$ cat src/hw/rtl/mdg_pkg.sv
// Shared types, constants and tables for the double Gaussian Metropolis sampler.
package mdg_pkg;

  localparam int FRAC_BITS = 16;
  localparam int RAND_BITS = 16;
  localparam int POS_W     = 24;
  localparam int DELTA_W   = 23;
  localparam int DENS_W    = 36;
  localparam int REJ_W     = 32;
  localparam int ADDR_W    = 4;
  localparam int DATA_W    = 32;
  localparam int QUOT_W    = 5 + FRAC_BITS;
  localparam int DIV_STEPS = QUOT_W;
  localparam int EXP_TERMS = 12;
  localparam int POW_N     = 5;

  localparam logic [30:0] Q30_ONE = 31'h4000_0000;
  localparam logic [REJ_W-1:0] REJ_MAX = '1;
  localparam logic signed [POS_W-1:0] POS_MIN = {1'b1, {(POS_W-1){1'b0}}};
  localparam logic signed [POS_W-1:0] POS_MAX = {1'b0, {(POS_W-1){1'b1}}};

  localparam logic [1:0] REG_START = 2'd0;
  localparam logic [1:0] REG_DELTA = 2'd1;
  localparam logic [1:0] REG_MU    = 2'd2;
  localparam logic [1:0] REG_SIGMA = 2'd3;

  typedef enum logic [3:0] {
    OP_NONE,
    OP_LOAD,
    OP_PROP_MUL,
    OP_PROP_ADD,
    OP_DEN_MUL,
    OP_DEN_SET,
    OP_DIFF,
    OP_SQ_MUL,
    OP_DIV_INIT,
    OP_DIV_STEP,
    OP_EXP_MUL,
    OP_EXP_TAKE,
    OP_H_MUL,
    OP_H_RMUL,
    OP_H_FIX,
    OP_FIN_MUL
  } op_t;

  typedef struct packed {
    op_t        op;
    logic       fin_add;
    logic       psi_mul;
    logic       dn_take;
    logic       acc_mul;
    logic       commit;
    logic [3:0] idx;
    logic       side;
  } cmd_t;

  typedef struct packed {
    logic zero;
    logic start;
    logic out_busy;
  } status_t;

  function automatic logic [31:0] recip(input logic [3:0] k);
    logic [31:0] m;
    unique case (k)
      4'd1:    m = 32'd4294967295;
      4'd2:    m = 32'd2147483648;
      4'd3:    m = 32'd1431655765;
      4'd4:    m = 32'd1073741824;
      4'd5:    m = 32'd858993459;
      4'd6:    m = 32'd715827882;
      4'd7:    m = 32'd613566756;
      4'd8:    m = 32'd536870912;
      4'd9:    m = 32'd477218588;
      4'd10:   m = 32'd429496729;
      4'd11:   m = 32'd390451572;
      4'd12:   m = 32'd357913941;
      default: m = 32'd0;
    endcase
    return m;
  endfunction

  function automatic logic [30:0] exp_pow(input logic [2:0] i);
    logic [30:0] v;
    unique case (i)
      3'd0:    v = 31'd395007542;
      3'd1:    v = 31'd145315154;
      3'd2:    v = 31'd19666267;
      3'd3:    v = 31'd360200;
      3'd4:    v = 31'd121;
      default: v = 31'd0;
    endcase
    return v;
  endfunction

endpackage

$ cat src/hw/rtl/mdg_ctrl.sv
// Sequencer that steps the shared datapath through one chain update.
module mdg_ctrl (
  input  logic            clk,
  input  logic            rst,
  input  logic            in_valid,
  output logic            in_ready,
  input  mdg_pkg::status_t st,
  output mdg_pkg::cmd_t   cmd
);
  import mdg_pkg::*;

  typedef enum logic [4:0] {
    S_IDLE, S_PROP_MUL, S_PROP_ADD, S_DEN_MUL, S_DEN_SET, S_DIFF, S_SQ_MUL,
    S_DIV_INIT, S_DIV_STEP, S_EXP_MUL, S_EXP_TAKE, S_H_MUL, S_H_RMUL, S_H_FIX,
    S_FIN_MUL, S_FIN_ADD, S_PSI_MUL, S_DN, S_ACC_MUL, S_COMMIT
  } state_t;

  state_t     state;
  logic [4:0] cnt;
  logic       side;

  assign in_ready = (state == S_IDLE);

  always_comb begin
    cmd = '0;
    cmd.op   = OP_NONE;
    cmd.idx  = cnt[3:0];
    cmd.side = side;
    unique case (state)
      S_IDLE:     cmd.op = in_valid ? OP_LOAD : OP_NONE;
      S_PROP_MUL: cmd.op = OP_PROP_MUL;
      S_PROP_ADD: cmd.op = OP_PROP_ADD;
      S_DEN_MUL:  cmd.op = OP_DEN_MUL;
      S_DEN_SET:  cmd.op = OP_DEN_SET;
      S_DIFF:     cmd.op = OP_DIFF;
      S_SQ_MUL:   cmd.op = OP_SQ_MUL;
      S_DIV_INIT: cmd.op = OP_DIV_INIT;
      S_DIV_STEP: cmd.op = st.zero ? OP_NONE : OP_DIV_STEP;
      S_EXP_MUL:  cmd.op = OP_EXP_MUL;
      S_EXP_TAKE: cmd.op = OP_EXP_TAKE;
      S_H_MUL:    cmd.op = OP_H_MUL;
      S_H_RMUL:   cmd.op = OP_H_RMUL;
      S_H_FIX:    cmd.op = OP_H_FIX;
      S_FIN_MUL:  cmd.op = OP_FIN_MUL;
      S_FIN_ADD:  cmd.fin_add = 1'b1;
      S_PSI_MUL:  cmd.psi_mul = 1'b1;
      S_DN:       cmd.dn_take = 1'b1;
      S_ACC_MUL:  cmd.acc_mul = 1'b1;
      S_COMMIT:   cmd.commit = !st.out_busy;
      default:    cmd.op = OP_NONE;
    endcase
  end

  always_ff @(posedge clk) begin
    if (rst) begin
      state <= S_IDLE;
      cnt   <= '0;
      side  <= 1'b0;
    end else begin
      unique case (state)
        S_IDLE:     if (in_valid) state <= S_PROP_MUL;
        S_PROP_MUL: state <= S_PROP_ADD;
        S_PROP_ADD: state <= S_DEN_MUL;
        S_DEN_MUL:  state <= S_DEN_SET;
        S_DEN_SET: begin
          side  <= 1'b0;
          state <= S_DIFF;
        end
        S_DIFF:     state <= S_SQ_MUL;
        S_SQ_MUL:   state <= S_DIV_INIT;
        S_DIV_INIT: begin
          cnt   <= 5'(DIV_STEPS - 1);
          state <= S_DIV_STEP;
        end
        S_DIV_STEP: begin
          if (st.zero) begin
            if (side) begin
              state <= S_PSI_MUL;
            end else begin
              side  <= 1'b1;
              state <= S_DIFF;
            end
          end else if (cnt == '0) begin
            state <= S_EXP_MUL;
          end else begin
            cnt <= cnt - 5'd1;
          end
        end
        S_EXP_MUL:  state <= S_EXP_TAKE;
        S_EXP_TAKE: begin
          if (cnt == 5'(POW_N - 1)) begin
            cnt   <= 5'(EXP_TERMS);
            state <= S_H_MUL;
          end else begin
            cnt   <= cnt + 5'd1;
            state <= S_EXP_MUL;
          end
        end
        S_H_MUL:    state <= S_H_RMUL;
        S_H_RMUL:   state <= S_H_FIX;
        S_H_FIX: begin
          if (cnt == 5'd1) begin
            state <= S_FIN_MUL;
          end else begin
            cnt   <= cnt - 5'd1;
            state <= S_H_MUL;
          end
        end
        S_FIN_MUL:  state <= S_FIN_ADD;
        S_FIN_ADD: begin
          if (side) begin
            state <= S_PSI_MUL;
          end else begin
            side  <= 1'b1;
            state <= S_DIFF;
          end
        end
        S_PSI_MUL:  state <= S_DN;
        S_DN:       state <= st.start ? S_COMMIT : S_ACC_MUL;
        S_ACC_MUL:  state <= S_COMMIT;
        S_COMMIT:   if (!st.out_busy) state <= S_IDLE;
        default:    state <= S_IDLE;
      endcase
    end
  end

endmodule

$ cat src/hw/rtl/mdg_datapath.sv
// Datapath: shared multiplier, radix-2 divider, exponential and chain state.
module mdg_datapath (
  input  logic                              clk,
  input  logic                              rst,
  input  mdg_pkg::cmd_t                     cmd,
  output mdg_pkg::status_t                  st,
  input  logic signed [mdg_pkg::POS_W-1:0]  cfg_start,
  input  logic [mdg_pkg::DELTA_W-1:0]       cfg_delta,
  input  logic signed [mdg_pkg::POS_W-1:0]  cfg_mu,
  input  logic [mdg_pkg::DELTA_W-1:0]       cfg_sigma,
  input  logic                              start_req,
  input  logic [15:0]                       step_random,
  input  logic [15:0]                       accept_random,
  output logic                              out_valid,
  input  logic                              out_ready,
  output logic signed [mdg_pkg::POS_W-1:0]  sample,
  output logic                              accepted,
  output logic [mdg_pkg::REJ_W-1:0]         rejections
);
  import mdg_pkg::*;

  logic                     start_flag;
  logic [RAND_BITS-1:0]     u;
  logic [RAND_BITS-1:0]     r;
  logic signed [POS_W-1:0]  position;
  logic [DENS_W-1:0]        dens_cur;
  logic [REJ_W-1:0]         rej_cnt;
  logic signed [POS_W-1:0]  nx;
  logic [46:0]              den;
  logic [24:0]              dmag;
  logic [64:0]              rem;
  logic [66:0]              dsh;
  logic [QUOT_W-1:0]        qv;
  logic                     zero_flag;
  logic [30:0]              e;
  logic [30:0]              p;
  logic [30:0]              t;
  logic [17:0]              psi;
  logic [DENS_W-1:0]        dn;
  logic [63:0]              prod;

  logic [31:0]              mul_a;
  logic [31:0]              mul_b;
  logic                     mul_en;
  logic signed [25:0]       offset;
  logic signed [25:0]       nx_full;
  logic signed [25:0]       mu_sel;
  logic signed [25:0]       diff;
  logic [48:0]              d2;
  logic [29:0]              g;
  logic [31:0]              q0;
  logic [35:0]              qk;
  logic [30:0]              hrem;
  logic [31:0]              hd;
  logic                     take;

  assign st.zero     = zero_flag;
  assign st.start    = start_flag;
  assign st.out_busy = out_valid && !out_ready;

  assign d2 = prod[48:0];
  assign g  = {qv[FRAC_BITS-1:0], 14'b0};

  always_comb begin
    mul_a  = '0;
    mul_b  = '0;
    mul_en = 1'b1;
    if (cmd.psi_mul) begin
      mul_a = {14'b0, psi};
      mul_b = {14'b0, psi};
    end else if (cmd.acc_mul) begin
      mul_a = {16'b0, r};
      mul_b = dens_cur[31:0];
    end else begin
      unique case (cmd.op)
        OP_PROP_MUL: begin
          mul_a = {9'b0, cfg_delta};
          mul_b = {16'b0, u};
        end
        OP_DEN_MUL: begin
          mul_a = {9'b0, cfg_sigma};
          mul_b = {9'b0, cfg_sigma};
        end
        OP_SQ_MUL: begin
          mul_a = {7'b0, dmag};
          mul_b = {7'b0, dmag};
        end
        OP_EXP_MUL: begin
          mul_a = {1'b0, e};
          mul_b = {1'b0, qv[FRAC_BITS + 32'(cmd.idx[2:0])] ? exp_pow(cmd.idx[2:0]) : Q30_ONE};
        end
        OP_H_MUL: begin
          mul_a = {2'b0, g};
          mul_b = {1'b0, p};
        end
        OP_H_RMUL: begin
          mul_a = {1'b0, prod[60:30]};
          mul_b = recip(cmd.idx);
        end
        OP_FIN_MUL: begin
          mul_a = {1'b0, e};
          mul_b = {1'b0, p};
        end
        default: mul_en = 1'b0;
      endcase
    end
  end

  always_comb begin
    offset  = $signed({2'b0, prod[38:15]}) - $signed({3'b0, cfg_delta});
    nx_full = 26'(position) + offset;
    mu_sel  = cmd.side ? -26'(cfg_mu) : 26'(cfg_mu);
    diff    = 26'(nx) - mu_sel;
    q0      = prod[63:32];
    qk      = q0 * {32'b0, cmd.idx};
    hrem    = t - qk[30:0];
    hd      = (hrem >= {27'b0, cmd.idx}) ? q0 + 32'd1 : q0;
    take    = start_flag || ({16'b0, prod[47:0]} <= {dn, 16'b0});
  end

  always_ff @(posedge clk) begin
    if (mul_en) prod <= mul_a * mul_b;
    if (cmd.dn_take) dn <= prod[51:16];
    if (cmd.fin_add) psi <= psi + {1'b0, prod[60:44]};
    unique case (cmd.op)
      OP_LOAD: begin
        u          <= step_random[RAND_BITS-1:0];
        r          <= accept_random[RAND_BITS-1:0];
      end
      OP_PROP_ADD: begin
        if (start_flag) nx <= cfg_start;
        else if (nx_full < 26'(POS_MIN)) nx <= POS_MIN;
        else if (nx_full > 26'(POS_MAX)) nx <= POS_MAX;
        else nx <= nx_full[POS_W-1:0];
      end
      OP_DEN_SET: begin
        den <= {prod[45:0], 1'b0};
        psi <= '0;
      end
      OP_DIFF: dmag <= diff[25] ? 25'(-diff) : diff[24:0];
      OP_DIV_INIT: begin
        rem       <= {d2, 16'b0};
        dsh       <= {den, 20'b0};
        qv        <= '0;
        e         <= Q30_ONE;
        p         <= Q30_ONE;
      end
      OP_DIV_STEP: begin
        if ({2'b0, rem} >= dsh) begin
          rem <= rem - dsh[64:0];
          qv  <= {qv[QUOT_W-2:0], 1'b1};
        end else begin
          qv  <= {qv[QUOT_W-2:0], 1'b0};
        end
        dsh <= dsh >> 1;
      end
      OP_EXP_TAKE: e <= prod[60:30];
      OP_H_RMUL:   t <= prod[60:30];
      OP_H_FIX:    p <= Q30_ONE - hd[30:0];
      default: ;
    endcase
    if (cmd.commit) begin
      sample   <= take ? nx : position;
      accepted <= take;
      if (start_flag) rejections <= '0;
      else if (!take && rej_cnt != REJ_MAX) rejections <= rej_cnt + 32'd1;
      else rejections <= rej_cnt;
    end
    if (rst) begin
      position   <= '0;
      dens_cur   <= '0;
      rej_cnt    <= '0;
      out_valid  <= 1'b0;
      start_flag <= 1'b0;
      zero_flag  <= 1'b0;
    end else begin
      if (cmd.op == OP_LOAD) start_flag <= start_req;
      if (cmd.op == OP_DIV_INIT) zero_flag <= ({3'b0, d2} >= {den, 5'b0});
      if (cmd.commit) begin
        out_valid <= 1'b1;
        if (take) begin
          position <= nx;
          dens_cur <= dn;
        end
        if (start_flag) rej_cnt <= '0;
        else if (!take && rej_cnt != REJ_MAX) rej_cnt <= rej_cnt + 32'd1;
      end else if (out_ready) begin
        out_valid <= 1'b0;
      end
    end
  end

endmodule

$ cat src/hw/rtl/metropolis_double_gaussian_sampler.sv
// Top level: register port, sequencer and datapath of the Metropolis sampler.
//
//   channel | direction | handshake         | word
//   in      | input     | in_valid/in_ready | start_req, step_random, accept_random
//   out     | output    | out_valid/out_ready | sample, accepted, rejections
//   cfg     | input     | APB psel/penable  | start_position .. peak_width
//
// A start word skips the acceptance multiply that a step word takes. A Gaussian term past
// the cutoff skips its divider, powers and series. The one shared 32x32 multiplier, the
// 21-step divider and the 12-term series serve both Gaussian terms in turn.
// A result waits in the output register; the next word is taken once it is loaded.
// A full output register holds the sequencer in its commit step.
// Reset clears the chain to position zero with zero density and count.
module metropolis_double_gaussian_sampler (
  input  logic                                clk,
  input  logic                                rst,
  input  logic                                psel,
  input  logic                                penable,
  input  logic                                pwrite,
  input  logic [mdg_pkg::ADDR_W-1:0]          paddr,
  input  logic [mdg_pkg::DATA_W-1:0]          pwdata,
  output logic [mdg_pkg::DATA_W-1:0]          prdata,
  output logic                                pready,
  input  logic                                in_valid,
  output logic                                in_ready,
  input  logic                                start_req,
  input  logic [15:0]                         step_random,
  input  logic [15:0]                         accept_random,
  output logic                                out_valid,
  input  logic                                out_ready,
  output logic signed [mdg_pkg::POS_W-1:0]    sample,
  output logic                                accepted,
  output logic [mdg_pkg::REJ_W-1:0]           rejections
);
  import mdg_pkg::*;

  logic signed [POS_W-1:0] start_position;
  logic [DELTA_W-1:0]      step_half_width;
  logic signed [POS_W-1:0] peak_offset;
  logic [DELTA_W-1:0]      peak_width;
  logic [1:0]              reg_idx;
  cmd_t                    cmd;
  status_t                 st;

  assign pready  = 1'b1;
  assign reg_idx = paddr[3:2];

  always_ff @(posedge clk) begin
    if (rst) begin
      start_position  <= '0;
      step_half_width <= 23'd65536;
      peak_offset     <= 24'sd65536;
      peak_width      <= 23'd65536;
    end else if (psel && penable && pwrite) begin
      unique case (reg_idx)
        REG_START: start_position  <= pwdata[POS_W-1:0];
        REG_DELTA: step_half_width <= pwdata[DELTA_W-1:0];
        REG_MU:    peak_offset     <= pwdata[POS_W-1:0];
        REG_SIGMA: peak_width      <= (pwdata[DELTA_W-1:0] == '0) ? 23'd1
                                                                 : pwdata[DELTA_W-1:0];
        default: ;
      endcase
    end
  end

  always_comb begin
    unique case (reg_idx)
      REG_START: prdata = {8'b0, start_position};
      REG_DELTA: prdata = {9'b0, step_half_width};
      REG_MU:    prdata = {8'b0, peak_offset};
      REG_SIGMA: prdata = {9'b0, peak_width};
      default:   prdata = '0;
    endcase
  end

  mdg_ctrl u_ctrl (
    .clk      (clk),
    .rst      (rst),
    .in_valid (in_valid),
    .in_ready (in_ready),
    .st       (st),
    .cmd      (cmd)
  );

  mdg_datapath u_datapath (
    .clk           (clk),
    .rst           (rst),
    .cmd           (cmd),
    .st            (st),
    .cfg_start     (start_position),
    .cfg_delta     (step_half_width),
    .cfg_mu        (peak_offset),
    .cfg_sigma     (peak_width),
    .start_req     (start_req),
    .step_random   (step_random),
    .accept_random (accept_random),
    .out_valid     (out_valid),
    .out_ready     (out_ready),
    .sample        (sample),
    .accepted      (accepted),
    .rejections    (rejections)
  );

  a_reject_counted: assert property (@(posedge clk) disable iff (rst)
    out_valid && !accepted |-> rejections != '0)
    else $error("rejected word with zero rejection count");

  a_one_in_flight: assert property (@(posedge clk) disable iff (rst)
    in_valid && in_ready |=> !in_ready)
    else $error("second word taken while one is in flight");

  a_result_frees_input: assert property (@(posedge clk) disable iff (rst)
    $rose(out_valid) |-> in_ready)
    else $error("result loaded without returning to idle");

endmodule

$ cat config.mk
export PLATFORM = sky130hd
export DESIGN_NAME = metropolis_double_gaussian_sampler
export DESIGN_NICKNAME = d
export VERILOG_FILES = /design/src/hw/rtl/mdg_pkg.sv /design/src/hw/rtl/mdg_ctrl.sv /design/src/hw/rtl/mdg_datapath.sv /design/src/hw/rtl/metropolis_double_gaussian_sampler.sv
export SDC_FILE = /design/constraint.sdc
export NUM_CORES = 2
export LEC_CHECK = 0
export BUFFER_PORTS_ARGS = -buffer_cell sky130_fd_sc_hd__buf_2
export CAP_MARGIN = 20
export CELL_PAD_IN_SITES_DETAIL_PLACEMENT = 1
export CELL_PAD_IN_SITES_GLOBAL_PLACEMENT = 2
export CORE_MARGIN = 2
export CORE_UTILIZATION = 42
export CTS_CLUSTER_SIZE = 20
export DETAILED_ROUTE_END_ITERATION = 16
export PLACE_DENSITY = 0.81
export SETUP_SLACK_MARGIN = 0.05
export SKIP_LAST_GASP = 1
export SLEW_MARGIN = 20
export SYNTH_ARGS = -nofsm -noshare
export SYNTH_HDL_FRONTEND = slang
export SYNTH_SLANG_ARGS = --single-unit
$ cat constraint.sdc
create_clock -name clk -period 16.6 [get_ports clk]
set_input_delay 2.49 -clock clk [delete_from_list [all_inputs] [get_ports clk]]
set_output_delay 2.49 -clock clk [all_outputs]
set_load 0.01 [all_outputs]
==> After elaboration in Yosys (flattened, before gate mapping) <==
Memory sizes are Yosys's and may differ from the RTL's. A register that Yosys moved wholly into a read port is not among the register bits.
Cells that the tools add are included.
{ "totals": {"output_inout_bits": 92, "mem_bits_rw": 0, "mem_count": 1, "romBits": 512, "latch_bits": 0, "ff_bits": 744, "word_cells": 196} }
{ "op_classes": {"bitwise": 0, "mux": 59, "multipliers": 2, "shift": 0, "add_sub_neg": 14, "reduce_logical": 31, "eq_ne": 52, "n_div": 0, "n_lt_le_gt_ge": 7} }
{ "memory_table": {"columns": ["name", "words", "word_bits", "rd", "rd_ports_with_merged_regs", "wr", "line", "source"], "rows": [
  ["(no name shown)", 16, 32, 1, 1, 0, "mdg_pkg.sv:65", "unique case (k)"]
]} }
{ "ops": {"columns": ["cell", "n"], "rows": [
  ["$mux W32", 6],
  ["$pmux W32 S6", 1],
  ["$pmux W31 S6", 1],
  ["$pmux W29 S5", 1],
  ["$pmux W67 S2", 1],
  ["$pmux W65 S2", 1],
  ["$pmux W32 S4", 1],
  ["$pmux W31 S2", 2],
  ["$pmux W5 S20", 1],
  ["$mux W24", 4],
  ["$ge A65 B67 Y1", 1],
  ["$mux W65", 1],
  ["$sub A65 B65 Y65", 1],
  ["$mul A32 B32 Y64", 1],
  ["$mux W31", 2],
  ["$pmux W4 S15", 1],
  ["$ge A49 B52 Y1", 1],
  ["$le A48 B52 Y1", 1],
  ["$mux W5", 9],
  ["$pmux W21 S2", 1],
  ["$eq A5 B4 Y1 const B", 8],
  ["$add A32 B1 Y32 const B", 1],
  ["$eq A4 B4 Y1 const B", 8],
  ["$lt A32 B6 Y1 const B", 1],
  ["other kinds (57)", 109]
]} }

==> Depth between registers and ports, before layout <==
{ "depth": {"depth_word": 8, "ltp_mapped": 46, "mapped_depth_nobuf": 42} }

==> Hierarchy <==
A second synthesis with hierarchy kept.
{ "unflattened": {"hier_cells": 8589, "area_unflattened_um2": 78403.9} }
{ "by_module_without_submodules": {"columns": ["module", "area_per_inst_um2", "seq_area_each_um2", "n_inst", "cells_per_inst"], "rows": [
  ["mdg_datapath", 73242.7, 18067.3, 1, 7974],
  ["metropolis_double_gaussian_sampler", 4017.6, 1881.8, 1, 465],
  ["mdg_ctrl", 1143.6, 220.2, 1, 150]
]} }

==> Least setup slack after synthesis <==
Ideal clock, no wire load.
{ "synth_timing": {"kind": "input port to flip-flop", "from": "input port in_valid", "to": "register u_datapath.prod[59], data pin", "required_time_ns": 16.337, "arrival_time_ns": 12.882, "path_stages": 38, "path_slack_ns": 3.455, "setup_ns": 0.263, "cell_sequence": "nand2_1 -> o311ai_0 -> and3_1 -> clkbuf_1 -> clkbuf_1 -> clkbuf_1 -> buf_1 -> nand2_1 -> nand2_1 -> clkbuf_1 -> nand2_1 -> fa_1 -> inv_1 -> fa_1 -> inv_1 -> fa_1 -> fa_1 -> inv_1 -> [2 not listed] -> fa_1 -> inv_1 -> fa_1 -> inv_1 -> ha_1 -> a21o_1 -> a21oi_1 -> o41ai_1 -> a21o_1 -> or4_1 -> o21ai_0 -> o21ai_1 -> o41a_1 -> a221o_1 -> a21o_1 -> a21o_1 -> a311oi_1 -> xnor2_1"} }
{ "synth_via": {"elab_chain_cells": 8} }
{ "synth_lines": {"columns": ["item", "line", "source"], "rows": [
  ["start: declaration", "metropolis_double_gaussian_sampler.sv:24", "input logic in_valid,"],
  ["$mux W1 (*)", "mdg_ctrl.sv:30", "S_IDLE: cmd.op = in_valid ? OP_LOAD : OP_NONE;"],
  ["$pmux W4 S15 (*)", "mdg_ctrl.sv:29", "unique case (state)"],
  ["$eq A4 B4 Y1", "mdg_datapath.sv:75", "unique case (cmd.op)"],
  ["$reduce_or A2 Y1 (no source line)", null, null],
  ["$pmux W31 S6 / $pmux W32 S6 (equally long branches)", "mdg_datapath.sv:75", null],
  ["$mux W32", "mdg_datapath.sv:71", "end else if (cmd.acc_mul) begin"],
  ["$mux W32", "mdg_datapath.sv:68", "if (cmd.psi_mul) begin"],
  ["$mul A32 B32 Y64 (*)", "mdg_datapath.sv:122", "if (mul_en) prod <= mul_a * mul_b;"],
  ["end signal: assignment", "mdg_datapath.sv:122", null],
  ["end: declaration", "mdg_datapath.sv:40", "logic [63:0] prod;"]
]} }
Mark *: on every way between the ends. The rest lies on a longest branch, timed or not.
A chain may end at the register's enable or synchronous reset.

==> Worst setup path after layout <==
Ends and elaborated chain as after synthesis.

==> results.sh <==
export IMPL_via_per_inst=5.74
export IMPL_grt_pass1_vias=68000
export IMPL_insertion_delay_ps=720
export IMPL_dp_worst_setup_slack_ps=2260
export IMPL_synthArstFlopShare_pct=0
export IMPL_ys_seq_area_share_pct=26.3
export IMPL_crit_path_end="u_datapath.prod[59]"
export IMPL_internal_power_mw=3.50
export IMPL_final_common_cell="inv_1"
export IMPL_yosys_register_bits=764
export IMPL_setup_slack_ps=2770
export IMPL_grtUsageTotal_pct=31.2
export IMPL_cts_hold_buf=0
export IMPL_hold_viol=0
export IMPL_timing_rr_start="u_ctrl.state[4]"
export IMPL_crit_start="in_valid"
export IMPL_start_util_pct=42.2
export IMPL_postCtsSetupBuffers=0
export IMPL_seqPwrFrac_pct=43.3
export IMPL_die_y_um=436
export IMPL_antenna_found_initial=19
export IMPL_wl_per_cell_um=26.6
export IMPL_drv_cap=0
export IMPL_drive_above_1_share_pct=7.38
export IMPL_dp_cells=11000
export IMPL_final_max_slew_violation_count=0
export IMPL_drc=0
export IMPL_holdWs_ps=462
export IMPL_post_dp_hpwl_um=231000
export IMPL_port_buffers=148
export IMPL_required_ps=17050
export IMPL_p_per_area_nw_per_um2=58.5
export IMPL_htreeDepth=3
export IMPL_ys_flop_type="edfxtp_1"
export IMPL_gr_total_overflow=0
export IMPL_relSlewSlack_pct=18.7
export IMPL_final_nets=10200
export IMPL_synth_edff_count=529
export IMPL_path_class="input pin to register"
export IMPL_ant_nets=0
export IMPL_mappedNetlistArea_um2=78300
export IMPL_clkPwrFrac_pct=40.2
export IMPL_cts_buffers=85
export IMPL_die_area_um2=190000
export IMPL_layout_cells_most_common_list="1,270 x inv_1, 1,208 x nand2_1, 954 x fa_1, 892 x nor2_1, 548 x ha_1"
export IMPL_gp_congestion=0.960
export IMPL_tritoncts="done"
export IMPL_startpoint_type="input pin"
export IMPL_rsz0062_at_grt="no"
export IMPL_slowest_delay_ps=1090
export IMPL_drt_pass1_iterations=9
export IMPL_fin_crit_sh_pct=83.3
export IMPL_fill_cells=21400
export IMPL_power_mw=4.99
export IMPL_switching_share_pct=29.9
export IMPL_clkSinkCount=764
export IMPL_fin_crit_ps=13830
export IMPL_rows=158
export IMPL_critPathArrivalTime_ps=14280
export IMPL_vias=64200
export IMPL_io_pins=168
export IMPL_tightest_slew_ps=1220
export IMPL_timing_setup_tns_ps=0
export IMPL_cts_resized=0
export IMPL_clock_path_buffers=3
export IMPL_synth_distinct_cells=99
export IMPL_syn_area_per_cell_um2=9.13
export IMPL_cp_common_cell="fa_1"
export IMPL_grt_max_degree=78
export IMPL_grt_pass1_wl_um=442000
export IMPL_reg2reg_depth=37
export IMPL_reg2reg_to="u_datapath.prod[59]"
export IMPL_hold_path_class="register to register"
export IMPL_rrSetupSlack_ps=2880
export IMPL_status="finished clean"
export IMPL_setup_viol_count_final=0
export IMPL_min_path_cells=2
export IMPL_setup_worst_path_end_class="register"
export IMPL_drt_total_wl_um=297000
export IMPL_finalNonFillerCells=11200
export IMPL_cp_max_fo=44
export IMPL_clock_fmax_mhz=72.3
export IMPL_crit_path_top_delay_cell="a221oi_1"
export IMPL_drt_initial_drc_count=5243
export IMPL_path_clk_slew_ps=60
export IMPL_peakVddDrop_v=0.0000790
export IMPL_fin_skew_ps=46.9
export IMPL_synth_warnings=0
export IMPL_netSwitchingPower_mw=1.49
export IMPL_comb_power_share_pct=16.4
export IMPL_core_area_um2=185000
export IMPL_syn_inst=8584
export IMPL_dieWidth_um=436
export IMPL_area_growth_syn_to_layout_pct=8.88
export IMPL_cts_root_buffer="clkbuf_16"
export IMPL_power_leakage_nw=36.9
[layout make-up]
cell class / count / area [µm²] / share of cell area (%)
Sequential cell: 764 / 20600 / 24.1
Multi-Input combinational cell: 6143 / 51700 / 60.6
Clock buffer: 111 / 2330 / 2.73
Antenna cell: 5 / 12.5 / 0.0147
Tap cell: 2480 / 3100 / 3.64
Inverter: 1271 / 4770 / 5.59
Clock inverter: 47 / 524 / 0.615
Timing Repair Buffer: 350 / 2270 / 2.66
[worst min path at each step]
stage | startpoint | end
2_1_floorplan | u_datapath.prod[5] | u_datapath.den[6]
3_3_place_gp | u_datapath.dens_cur[22] | u_datapath.dens_cur[22]
3_5_place_dp | u_datapath.dens_cur[22] | u_datapath.dens_cur[22]
4_1_cts | u_datapath.dens_cur[22] | u_datapath.dens_cur[22]
5_1_grt | u_datapath.dens_cur[18] | u_datapath.dens_cur[18]
6_report | u_datapath.dens_cur[22] | u_datapath.dens_cur[22]
[state kept, by name, indices dropped and copies added, names as in the netlist, 23 cells and up, named ones only]
name and flops:
peak_width 23, u_datapath.prod 63, peak_offset 24, u_datapath.sample 24, u_datapath.dn 36, u_datapath.den 46
u_datapath.position 24, u_datapath.p 31, u_datapath.rem 65, u_datapath.rejections 32, u_datapath.dsh 67, u_datapath.nx 24
start_position 24, u_datapath.dens_cur 32, step_half_width 23, u_datapath.dmag 25, u_datapath.t 31, u_datapath.rej_cnt 32
u_datapath.e 31
[worst max-delay path: cells and delay by family]
family	cells	cell delay, ps
compound gates	14	5370
fa+ha+maj	9	4290
simple gates	5	1480
buf+inv	7	480
xor+xnor	1	100
[kinds of logic (layout without fill, tap and decap cells)]
group,count (synthesis),count (layout),synth area share (%)
adders and majority gates,1502,1502,33.1
xor gates and xnor gates,313,313,3.52
muxes,79,79,1.44
DFF,764,764,26.3
buffers and inverters,1684,1779,8.15
AOI/OAI and AO/OA,1407,1407,11.7
other,2,14,0.00959
and+or+nand+nor,2833,2833,15.8
[synth_stat cells (all sizes together), types with 37 or more instances]
library cell,count,share of area (%)
inv,1271,6.1
nand2,1212,5.8
fa,954,24
nor2,899,4.3
ha,548,8.8
edfxtp,529,20
a21oi,469,3.0
clkbuf,363,1.7
o21ai,270,1.7
dfxtp,235,6.0
xnor2,195,2.2
a21o,166,1.6
xor2,117,1.3
nand3,105,0.67
nor3,101,0.65
and2,100,0.80
nand2b,95,0.76
a221oi,63,0.71
nor2b,63,0.51
and3,53,0.42
buf,50,0.33
nand4,49,0.39
a221o,44,0.56
a31oi,37,0.30
[metal layers]
metal / global-route usage (%) / routed length (µm)
met4: 12.9 / 14200
met1: 41.2 / 124000
met2: 51.8 / 141000
met5: 0 / 37
met3: 3.87 / 18100
[power by group through the flow]
stage / clock [mW] / sequential [mW] / combinational [mW]
3_5_place_dp: 0 / 2.20 / 0.804
5_1_grt: 2.10 / 2.16 / 0.876
3_3_place_gp: 0 / 2.20 / 0.783
2_1_floorplan: 0 / 2.17 / 0.474
4_1_cts: 2.03 / 2.16 / 0.810
6_report: 2.01 / 2.16 / 0.820
[stage by stage]
stage,cell area [µm²],utilization [%]
CTS,85300,46.0
global route,85300,46.0
finish,85300,46.0
detailed placement,82400,44.4
global placement,82400,44.4
floorplan,78400,-
No activity file was read; power rests on OpenSTA's default activity.
